<file path="src/sv/epc_pkg.sv">
// shared types, codes and crc function for the e2e pdu protect and check block
package epc_pkg;

   localparam int DataWidth     = 8;
   localparam int CounterWidth  = 4;
   localparam int PduLenWidth   = 7;
   localparam int StatusWidth   = 2;
   localparam int CsrIndexWidth = 2;

   localparam logic [DataWidth-1:0] CrcPoly   = 8'h1D;
   localparam logic [DataWidth-1:0] CrcInit   = 8'hFF;
   localparam logic [DataWidth-1:0] CrcXorOut = 8'hFF;

   localparam logic [StatusWidth-1:0] StOk       = 2'd0;
   localparam logic [StatusWidth-1:0] StRepeated = 2'd1;
   localparam logic [StatusWidth-1:0] StWrongSeq = 2'd2;
   localparam logic [StatusWidth-1:0] StError    = 2'd3;

   localparam logic OpProtect = 1'b0;
   localparam logic OpCheck   = 1'b1;

   localparam logic [CsrIndexWidth-1:0] CsrDataId    = 2'd0;
   localparam logic [CsrIndexWidth-1:0] CsrPduLength = 2'd1;
   localparam logic [CsrIndexWidth-1:0] CsrMaxGap    = 2'd2;

   typedef struct packed {
      logic [DataWidth-1:0]    data_id;
      logic [PduLenWidth-1:0]  pdu_length;
      logic [CounterWidth-1:0] max_gap;
   } cfg_type;

   typedef struct packed {
      logic                 op;
      logic                 len_ok;
      logic [DataWidth-1:0] crc;
      logic [DataWidth-1:0] header;
      logic [DataWidth-1:0] rx_crc;
   } rec_type;

   typedef struct packed {
      logic full;
      logic empty;
   } q_status_type;

   function automatic logic [DataWidth-1:0] crc_fold(input logic [DataWidth-1:0] c,
                                                     input logic [DataWidth-1:0] b);
      logic [DataWidth-1:0] r;
      r = c ^ b;
      for (int k = 0; k < DataWidth; k++) begin
         if (r[DataWidth-1]) begin
            r = {r[DataWidth-2:0], 1'b0} ^ CrcPoly;
         end else begin
            r = {r[DataWidth-2:0], 1'b0};
         end
      end
      return r;
   endfunction

endpackage

</file>
<file path="src/sv/epc_front.sv">
// front end: takes pdu bytes, counts length, runs payload crc, queues one record per pdu
module epc_front #(
   parameter int MAX_PDU_BYTES = 64
) (
   input  logic                          clock,
   input  logic                          reset,
   input  epc_pkg::cfg_type              cfg,
   input  logic                          req_valid,
   input  logic                          req_stall,
   input  logic                          req_operation,
   input  logic [epc_pkg::DataWidth-1:0] req_data_byte,
   input  logic                          req_last_byte,
   output logic                          push,
   output epc_pkg::rec_type              push_rec
);
   import epc_pkg::*;

   localparam int IdxW = $clog2(MAX_PDU_BYTES + 1);
   localparam int LenW = $clog2(MAX_PDU_BYTES + 2);
   localparam int CmpW = (LenW > PduLenWidth) ? LenW : PduLenWidth;

   logic [IdxW-1:0]      idx_ff, idx_in;
   logic [DataWidth-1:0] crc_ff, crc_in;
   logic [DataWidth-1:0] hdr_ff, hdr_in;
   logic [DataWidth-1:0] rxcrc_ff, rxcrc_in;
   logic [DataWidth-1:0] crc_next;
   logic [LenW-1:0]      len;
   logic                 accept;
   logic                 len_ok;

   assign accept = req_valid && !req_stall;
   assign len    = LenW'(idx_ff) + LenW'(1);
   assign len_ok = (len >= LenW'(2)) && (len <= LenW'(MAX_PDU_BYTES))
                   && (CmpW'(len) == CmpW'(cfg.pdu_length));

   always_comb begin
      hdr_in   = hdr_ff;
      rxcrc_in = rxcrc_ff;
      crc_next = crc_ff;
      if (idx_ff == IdxW'(0)) begin
         hdr_in = req_data_byte;
      end else if (idx_ff == IdxW'(1)) begin
         rxcrc_in = req_data_byte;
      end else begin
         crc_next = crc_fold(crc_ff, req_data_byte);
      end
      if (req_last_byte) begin
         idx_in = '0;
         crc_in = CrcInit;
      end else begin
         crc_in = crc_next;
         if (idx_ff < IdxW'(MAX_PDU_BYTES)) begin
            idx_in = idx_ff + IdxW'(1);
         end else begin
            idx_in = idx_ff;
         end
      end
   end

   assign push            = accept && req_last_byte;
   assign push_rec.op     = req_operation;
   assign push_rec.len_ok = len_ok;
   assign push_rec.crc    = crc_next;
   assign push_rec.header = hdr_in;
   assign push_rec.rx_crc = rxcrc_in;

   always_ff @(posedge clock) begin
      if (reset) begin
         idx_ff   <= '0;
         crc_ff   <= CrcInit;
         hdr_ff   <= '0;
         rxcrc_ff <= '0;
      end else if (accept) begin
         idx_ff   <= idx_in;
         crc_ff   <= crc_in;
         hdr_ff   <= hdr_in;
         rxcrc_ff <= rxcrc_in;
      end
   end

endmodule

</file>
<file path="src/sv/epc_queue.sv">
// two-entry record queue between front and back
module epc_queue (
   input  logic                  clock,
   input  logic                  reset,
   input  logic                  push,
   input  epc_pkg::rec_type      push_rec,
   input  logic                  pop,
   output epc_pkg::rec_type      pop_rec,
   output epc_pkg::q_status_type status
);
   import epc_pkg::*;

   rec_type    entry_ff [2];
   logic       wr_ptr_ff, rd_ptr_ff;
   logic [1:0] count_ff, count_in;

   assign pop_rec      = entry_ff[rd_ptr_ff];
   assign status.full  = (count_ff == 2'd2);
   assign status.empty = (count_ff == 2'd0);

   always_comb begin
      count_in = count_ff;
      if (push && !pop) begin
         count_in = count_ff + 2'd1;
      end else if (pop && !push) begin
         count_in = count_ff - 2'd1;
      end
   end

   always_ff @(posedge clock) begin
      if (push) begin
         entry_ff[wr_ptr_ff] <= push_rec;
      end
   end

   always_ff @(posedge clock) begin
      if (reset) begin
         wr_ptr_ff <= 1'b0;
         rd_ptr_ff <= 1'b0;
         count_ff  <= 2'd0;
      end else begin
         if (push) begin
            wr_ptr_ff <= ~wr_ptr_ff;
         end
         if (pop) begin
            rd_ptr_ff <= ~rd_ptr_ff;
         end
         count_ff <= count_in;
      end
   end

endmodule

</file>
<file path="src/sv/epc_back.sv">
// back end: finishes crc, runs protect or check, keeps alive counter, holds result
module epc_back (
   input  logic                             clock,
   input  logic                             reset,
   input  epc_pkg::cfg_type                 cfg,
   input  epc_pkg::q_status_type            q_status,
   input  epc_pkg::rec_type                 rec,
   output logic                             pop,
   output logic                             rsp_valid,
   input  logic                             rsp_stall,
   output logic [epc_pkg::StatusWidth-1:0]  rsp_status,
   output logic [epc_pkg::DataWidth-1:0]    rsp_header_byte,
   output logic [epc_pkg::DataWidth-1:0]    rsp_crc_byte,
   output logic [epc_pkg::CounterWidth-1:0] rsp_alive_count
);
   import epc_pkg::*;

   logic                    valid_ff;
   logic [StatusWidth-1:0]  status_ff, status_in;
   logic [DataWidth-1:0]    header_ff, header_in;
   logic [DataWidth-1:0]    crc_ff, crc_in;
   logic [CounterWidth-1:0] alive_ff, alive_in;
   logic [DataWidth-1:0]    crc_final;
   logic [CounterWidth-1:0] rx_count, delta;

   assign pop       = !q_status.empty && (!valid_ff || !rsp_stall);
   assign crc_final = crc_fold(rec.crc, cfg.data_id) ^ CrcXorOut;
   assign rx_count  = rec.header[DataWidth-1:CounterWidth];
   assign delta     = rx_count - alive_ff;

   always_comb begin
      alive_in  = alive_ff;
      status_in = StError;
      header_in = '0;
      crc_in    = '0;
      if (rec.op == OpProtect) begin
         if (rec.len_ok) begin
            alive_in  = alive_ff + CounterWidth'(1);
            header_in = {alive_in, cfg.data_id[CounterWidth-1:0]};
            crc_in    = crc_final;
            status_in = StOk;
         end
      end else begin
         header_in = rec.header;
         if (rec.len_ok) begin
            crc_in = crc_final;
            if ((rec.header[CounterWidth-1:0] == cfg.data_id[CounterWidth-1:0])
                && (rec.rx_crc == crc_final)) begin
               alive_in = rx_count;
               if (delta == CounterWidth'(0)) begin
                  status_in = StRepeated;
               end else if (delta == CounterWidth'(1)) begin
                  status_in = StOk;
               end else if (delta > cfg.max_gap) begin
                  status_in = StWrongSeq;
               end else begin
                  status_in = StOk;
               end
            end
         end
      end
   end

   always_ff @(posedge clock) begin
      if (reset) begin
         valid_ff <= 1'b0;
         alive_ff <= '0;
      end else begin
         if (pop) begin
            valid_ff <= 1'b1;
            alive_ff <= alive_in;
         end else if (!rsp_stall) begin
            valid_ff <= 1'b0;
         end
      end
   end

   always_ff @(posedge clock) begin
      if (pop) begin
         status_ff <= status_in;
         header_ff <= header_in;
         crc_ff    <= crc_in;
      end
   end

   assign rsp_valid       = valid_ff;
   assign rsp_status      = status_ff;
   assign rsp_header_byte = header_ff;
   assign rsp_crc_byte    = crc_ff;
   assign rsp_alive_count = alive_ff;

endmodule

</file>
<file path="src/sv/e2e_pdu_protect_check.sv">
// top level of the e2e pdu protect and check block
//
//   channel  direction  handshake             item
//   req_     in         req_valid/req_stall   one pdu byte with operation and last flag
//   rsp_     out        rsp_valid/rsp_stall   one result per pdu, on its last byte
//   csr_     in         csr_write_enable      register write, index and data
//
// one byte per cycle unless stalled; a pdu record is queued, then registered in the back
// the front counts bytes and folds the payload crc, the back finishes crc and counter
// synchronous reset clears counters, queue and result valid; registers go to defaults
// req_stall rises only when the two-entry record queue is full
// a stalled result holds while the front keeps taking bytes until the queue is full
module e2e_pdu_protect_check #(
   parameter int MAX_PDU_BYTES = 64
) (
   input  logic                               clock,
   input  logic                               reset,
   input  logic                               req_valid,
   output logic                               req_stall,
   input  logic                               req_operation,
   input  logic [epc_pkg::DataWidth-1:0]      req_data_byte,
   input  logic                               req_last_byte,
   output logic                               rsp_valid,
   input  logic                               rsp_stall,
   output logic [epc_pkg::StatusWidth-1:0]    rsp_status,
   output logic [epc_pkg::DataWidth-1:0]      rsp_header_byte,
   output logic [epc_pkg::DataWidth-1:0]      rsp_crc_byte,
   output logic [epc_pkg::CounterWidth-1:0]   rsp_alive_count,
   input  logic                               csr_write_enable,
   input  logic [epc_pkg::CsrIndexWidth-1:0]  csr_index,
   input  logic [epc_pkg::DataWidth-1:0]      csr_write_data
);
   import epc_pkg::*;

   cfg_type      cfg_ff;
   rec_type      push_rec, pop_rec;
   q_status_type q_status;
   logic         push, pop;

   always_ff @(posedge clock) begin
      if (reset) begin
         cfg_ff.data_id    <= '0;
         cfg_ff.pdu_length <= PduLenWidth'(8);
         cfg_ff.max_gap    <= CounterWidth'(2);
      end else if (csr_write_enable) begin
         unique case (csr_index)
            CsrDataId: begin
               cfg_ff.data_id <= csr_write_data;
            end
            CsrPduLength: begin
               cfg_ff.pdu_length <= csr_write_data[PduLenWidth-1:0];
            end
            CsrMaxGap: begin
               cfg_ff.max_gap <= csr_write_data[CounterWidth-1:0];
            end
            default: begin
            end
         endcase
      end
   end

   assign req_stall = q_status.full;

   epc_front #(
      .MAX_PDU_BYTES(MAX_PDU_BYTES)
   ) u_front (
      .clock         (clock),
      .reset         (reset),
      .cfg           (cfg_ff),
      .req_valid     (req_valid),
      .req_stall     (req_stall),
      .req_operation (req_operation),
      .req_data_byte (req_data_byte),
      .req_last_byte (req_last_byte),
      .push          (push),
      .push_rec      (push_rec)
   );

   epc_queue u_queue (
      .clock    (clock),
      .reset    (reset),
      .push     (push),
      .push_rec (push_rec),
      .pop      (pop),
      .pop_rec  (pop_rec),
      .status   (q_status)
   );

   epc_back u_back (
      .clock           (clock),
      .reset           (reset),
      .cfg             (cfg_ff),
      .q_status        (q_status),
      .rec             (pop_rec),
      .pop             (pop),
      .rsp_valid       (rsp_valid),
      .rsp_stall       (rsp_stall),
      .rsp_status      (rsp_status),
      .rsp_header_byte (rsp_header_byte),
      .rsp_crc_byte    (rsp_crc_byte),
      .rsp_alive_count (rsp_alive_count)
   );

`ifndef SYNTHESIS
   a_no_overflow: assert property (@(posedge clock) disable iff (reset)
      !(push && q_status.full))
      else $error("record pushed into full queue");

   a_no_underflow: assert property (@(posedge clock) disable iff (reset)
      pop |-> !q_status.empty)
      else $error("record popped from empty queue");

   a_counter_in_header: assert property (@(posedge clock) disable iff (reset)
      (rsp_valid && rsp_status != StError)
      |-> (rsp_alive_count == rsp_header_byte[DataWidth-1:CounterWidth]))
      else $error("alive count does not match header counter");
`endif

endmodule
</file>
<file path="config.mk">
export PLATFORM = sky130hd
export DESIGN_NAME = e2e_pdu_protect_check
export DESIGN_NICKNAME = d
export VERILOG_FILES = /design/src/sv/epc_pkg.sv /design/src/sv/epc_front.sv /design/src/sv/epc_queue.sv /design/src/sv/epc_back.sv /design/src/sv/e2e_pdu_protect_check.sv
export SDC_FILE = /design/constraint.sdc
export NUM_CORES = 1
export LEC_CHECK = 0
export BUFFER_PORTS_ARGS = -buffer_cell sky130_fd_sc_hd__buf_2
export CAP_MARGIN = 20
export CORE_ASPECT_RATIO = 1.75
export CORE_UTILIZATION = 36
export CTS_CLUSTER_DIAMETER = 120
export DETAILED_ROUTE_END_ITERATION = 8
export HOLD_SLACK_MARGIN = 0.08
export PLACE_DENSITY = 0.5
export RECOVER_POWER = 100
export SETUP_SLACK_MARGIN = 0.1
export SLEW_MARGIN = 20
export SYNTH_ARGS = -nofsm -noshare
export SYNTH_HDL_FRONTEND = slang
export SYNTH_SLANG_ARGS = --single-unit
</file>
<file path="constraint.sdc">
create_clock -name clock -period 4.6 [get_ports clock]
set_clock_uncertainty 0.1 [all_clocks]
set_input_delay 1.15 -clock clock [delete_from_list [all_inputs] [get_ports clock]]
set_output_delay 1.15 -clock clock [all_outputs]
set_load 0.05 [all_outputs]
</file>
== Word-level counts from Yosys, hierarchy flattened ==
Memory sizes are Yosys's and may differ from the RTL's. A register that Yosys moved wholly into a read port is not among the register bits.
Index checks and enable logic that the tools add are counted.
Word-level totals
  register bits after elaboration: 77
  memory bits (writable): 52
  bits of input ports: 25
  word-level logic and storage cells: 141
  memories: 1
Cells by class
  $add $sub $neg: 5
  $lt $le $gt $ge: 4
  equality and inequality tests: 10
  mux-type cells: 59
  bitwise gates (word level): 21
  reduce and logical (&&, ||, !) cells: 26
Memory list
  u_queue.entry_ff: words 2, bits a word 26, rd ports 1, clocked after memory_dff 1, write ports 1, line epc_queue.sv:13  | rec_type entry_ff [2];
Operator list (number)
  two-way mux 8 bit: 22
  two-way mux 5 bit: 16
  NOT 4 bit: 16
  two-way mux 2 bit: 9
  two-way mux 4 bit: 4
  XOR 8 bit: 2
  two-way mux 7 bit: 2
  equality test 8 bit: 1
  logical AND 1 bit: 8
  NOT 8 bit: 1
  AND reduction 2 bit: 4
  adder 7 x 1 -> 7 bit (second input constant): 1
  equality test 7 x 1 -> 1 bit (second input constant): 1
  equality test 7 bit: 1
  >= comparator 7 x 2 -> 1 bit (second input constant): 1
  <= comparator 7 bit (second input constant): 1
  logical NOT 7 bit: 1
  less-than comparator 7 bit (second input constant): 1
  logical NOT 1 bit: 6
  two-way mux 1 bit: 6
  adder 4 x 1 -> 4 bit (second input constant): 1
  equality test 2 bit (second input constant): 2
  equality test 4 x 1 -> 1 bit (second input constant): 1
  equality test 4 bit: 1
  13 further kinds: 16

== Longest topological paths before layout ==
  word-level depth: 34
  mapped depth: 13
  gate-level depth less buffers: 10

== Hierarchy ==
From an unflattened synthesis, not the netlist that was laid out.
Second synthesis, totals
  cell total of the unflattened synthesis: 582
  area, all modules: 6597.6 um^2
By module, submodules not included
  epc_queue: times used 1, cells each 103, area an instance 2082.0 um^2, sequential area each 1661.6 um^2
  epc_front: times used 1, cells each 235, area an instance 1974.4 um^2, sequential area each 620.6 um^2
  epc_back: times used 1, cells each 167, area an instance 1726.7 um^2, sequential area each 640.6 um^2
  e2e_pdu_protect_check: times used 1, cells each 77, area an instance 814.5 um^2, sequential area each 380.4 um^2

== Worst setup path before layout ==
OpenSTA, ideal clock, no wires.
  kind: in2reg
  from: in req_valid
  to: mem u_queue.entry_ff[0][0] in the netlist's numbering, enable pin
  library setup time: 409 ps
  arrival: 2934 ps
  required time: 4091 ps
  setup slack: 1157 ps
  stages: 5
  path buffers: 2
  cells stage by stage: nor2b_1 -> clkbuf_1 -> clkbuf_1 -> nand2_1 -> nor2_1
On the way
  cells in the longest elaborated chain, start to end: 4
Ends and longest elaborated chain
  from (decl): line e2e_pdu_protect_check.sv:18  | input logic req_valid,
  logical AND 1 bit: line epc_front.sv:31  | assign accept = req_valid && !req_stall;
  logical AND 1 bit: line epc_front.sv:60  | assign push = accept && req_last_byte;
  two-way mux 1 bit: line epc_queue.sv:31  | if (push) begin
  two-way mux 1 bit (not written as such): line epc_queue.sv:32  | entry_ff[wr_ptr_ff] <= push_rec;
  to (decl): line epc_queue.sv:13
Every way passes these cells.

==> reports/results.tsv <==
metric	value	unit
run status	complete, but fails checks	
violated checks	capacitance limit, slew limit	
Final #Nets	645	
initial antenna violation count	0	
Sink Count	130	
Hold Path Class	flip-flop to flip-flop	
Routed Antenna Nets	0	
delay of the slowest critical-path stage	880	ps
Post-Place Cell Area	6930	um^2
Syn Inst Count	554	
Ys Warns	0	
die width	103	um
RSZ-0062 raised after global routing	false	
CP arrival	4060	ps
Mapped Nets	592	
Vias	4133	
GRT overflow	0	
Final Hold Slack	378	ps
core box area	17500	um^2
crit share post-route	83.8	%
crit end category	flip-flop	
required time worst endpoint	4810	ps
ys async rst share	0	%
Starting DRT DRC Count	101	
post-layout instance area	7420	um^2
Total Power	4.34	mW
Mapped Area	6420	um^2
worst slew pin tran	2100	ps
Max-Cap Viols	2	
Critical Path Fanout Max	17	
final non-filler cell total	851	
Yosys reg bits	130	
critical path startpoint category	flip-flop	
CP most frequent cell	nor4_1	
dpl hpwl	10500	um
WL final	14000	um
P&R area growth vs syn	15.6	%
pre-CTS setup slack	1070	ps
Achievable Freq	259	MHz
Hold Buf Count CTS	0	
Top delay family on crit path	XOR/XNOR gates	
# setup viols final	0	
Netlist cell types	52	
Power Dens Cells	586	nW/um^2
CTS tree	yes	
share of layout cells above drive strength 1	11.3	%
VDD IR max	0.000240	V
worst setup margin	746	ps
total CTS buffers	17	
clock root cell	clkbuf_16	
Port-buffer cells	48	
io pins	49	
CTS Buffer Depth	2	
Worst-path clk slew	60	ps
H-Tree Depth	4	
postcts setup bufs	0	
# rows	64	
Hold Violations, Final	0	
syn_area_per_cell	11.6	um^2
full die area	18400	um^2
RD Place Congestion	0.894	
DR WL/cell	16.4	um
vias in the first global route	4095	
dpl cells	819	
first-pass GRT wire length	21900	um
Seq/Total Area, Yosys	51.5	%
min Tclk post-route	3850	ps
drc violations	0	
setup TNS	0	ps
Diodes inserted	0	
critical path type	flip-flop to flip-flop	
cts repair resizes	0	
1st-pass router iterations	6	
number of flops mapped to enable cells by yosys	70	
Final Slew Violations	57	
Initial Util	36.8	%
commonest non-fill, non-tap cells in the layout	edfxtp_1 (70), nor2_1 (65), dfxtp_1 (60)	
Lkg Pwr	2.77	nW
Via density	4.86	
most common cell after layout, fill and taps aside	edfxtp_1	
Crit-path slowest cell	dfxtp_1	
CP Buf/Inv Count	0	
post-layout util	42.5	%
largest net degree at the start of global routing	48	
CP cell instances	mux2i_1 > xnor2_4 > xor2_1 > xnor3_1 > nor4_1 > o2111ai_2 > and3_1 > nor4_1	
Tot GR Track Use	16.4	%
insertion delay to the later sink of the worst-skew pair	410	ps
Hold Startpoint	u_back.rsp_valid	
Synth Flop Type	edfxtp_1	
Max transition margin	-42.3	%
Die Span Y	179	um
area by class of cell:
class                           instances  area (um^2)
Tap cell                              231          289
Timing Repair Buffer                   58          259
Clock buffer                           21          493
Sequential cell                       130         3300
Fill cell                            1740        10000
Inverter                               15         56.3
Multi-Input combinational cell        385         2920
Clock inverter                         11         95.1
cells in the mapped netlist, types with 2 or more instances:
cell type  instances  area share [%]
buf_2              2            0.16
clkbuf_1          17            0.99
xnor3_1            4             1.4
xor2_2             2            0.51
inv_1             15            0.88
a22oi_1            2            0.23
xnor2_1           53             7.2
a21oi_1           13             1.0
o21a_1             3            0.35
a21o_1             2            0.23
nor3_1             8            0.62
mux2_2            24             4.2
o22ai_1            8            0.78
a221o_1            2            0.31
xor2_1            29             4.0
dfxtp_1           60              19
nand2b_1          11             1.1
nor2b_1            4            0.39
o21ai_0           19             1.5
nor4_2             2            0.39
o211ai_1           2            0.23
and3_1             3            0.29
ha_1              12             2.3
nand2_1           28             1.6
edfxtp_1          70              33
buf_1              4            0.23
nor4_1             3            0.29
nand3_1            5            0.39
nor3b_1            2            0.23
xnor2_2            2            0.51
nor2_1            66             3.9
nand4_1            2            0.19
mux2i_1           53             8.3
nand3b_1           2            0.23
or3_1              3            0.29
cells by family (layout without fill, tap and decap cells):
logic type,after synthesis,in the layout,synth area share (%)
adders and majority gates,13,13,2.65
xor gates and xnor gates,91,91,14.0
muxes,78,78,12.7
buffers and inverters,39,105,2.44
and+or+nand+nor,143,143,10.7
AOI/OAI and AO/OA,60,60,5.97
DFF,130,130,51.5
layer usage:
metal,global-route usage [%],part of all wire [%],vias up
met5,0,0,-
met3,3.84,3.0,29
met4,8.63,4.2,0
met2,28.7,52,85
li1,-,-,2057
met1,18.0,40,1962
worst register-to-register path: stages (launching register included):
cell	delay [ps]
dfxtp_1	880
mux2i_1	490
xnor2_4	180
xor2_1	400
xnor3_1	490
nor4_1	380
o2111ai_2	310
and3_1	270
nor4_1	230
state kept, by name, summed over array words and instances, names as in the netlist, named ones only:
register and flops:
cfg_ff 19, u_back.rsp_alive_count 4, u_back.rsp_crc_byte 8, u_back.rsp_header_byte 8, u_back.rsp_status 2, u_back.rsp_valid 1
u_front.crc_ff 8, u_front.hdr_ff 8, u_front.idx_ff 7, u_front.rxcrc_ff 8, u_queue.count_ff 2, u_queue.entry_ff 52
u_queue.rd_ptr_ff 1, u_queue.wr_ptr_ff 1
power breakdown:
part	internal (mW)	total, mW	switching (mW)	leakage, nW
Combinational	0.546	1.49	0.941	1.35
Sequential	1.43	1.52	0.0896	1.13
Clock	0.824	1.33	0.509	0.299
final timing paths:
path                               end  slack, ps  cells after the start
max          u_back.rsp_alive_count[2]        750                      8
min                   u_back.rsp_valid        380                      2
max reg2reg  u_back.rsp_alive_count[2]        750                      8
min reg2reg           u_back.rsp_valid        380                      2
Power figures use the tool's default switching activity.
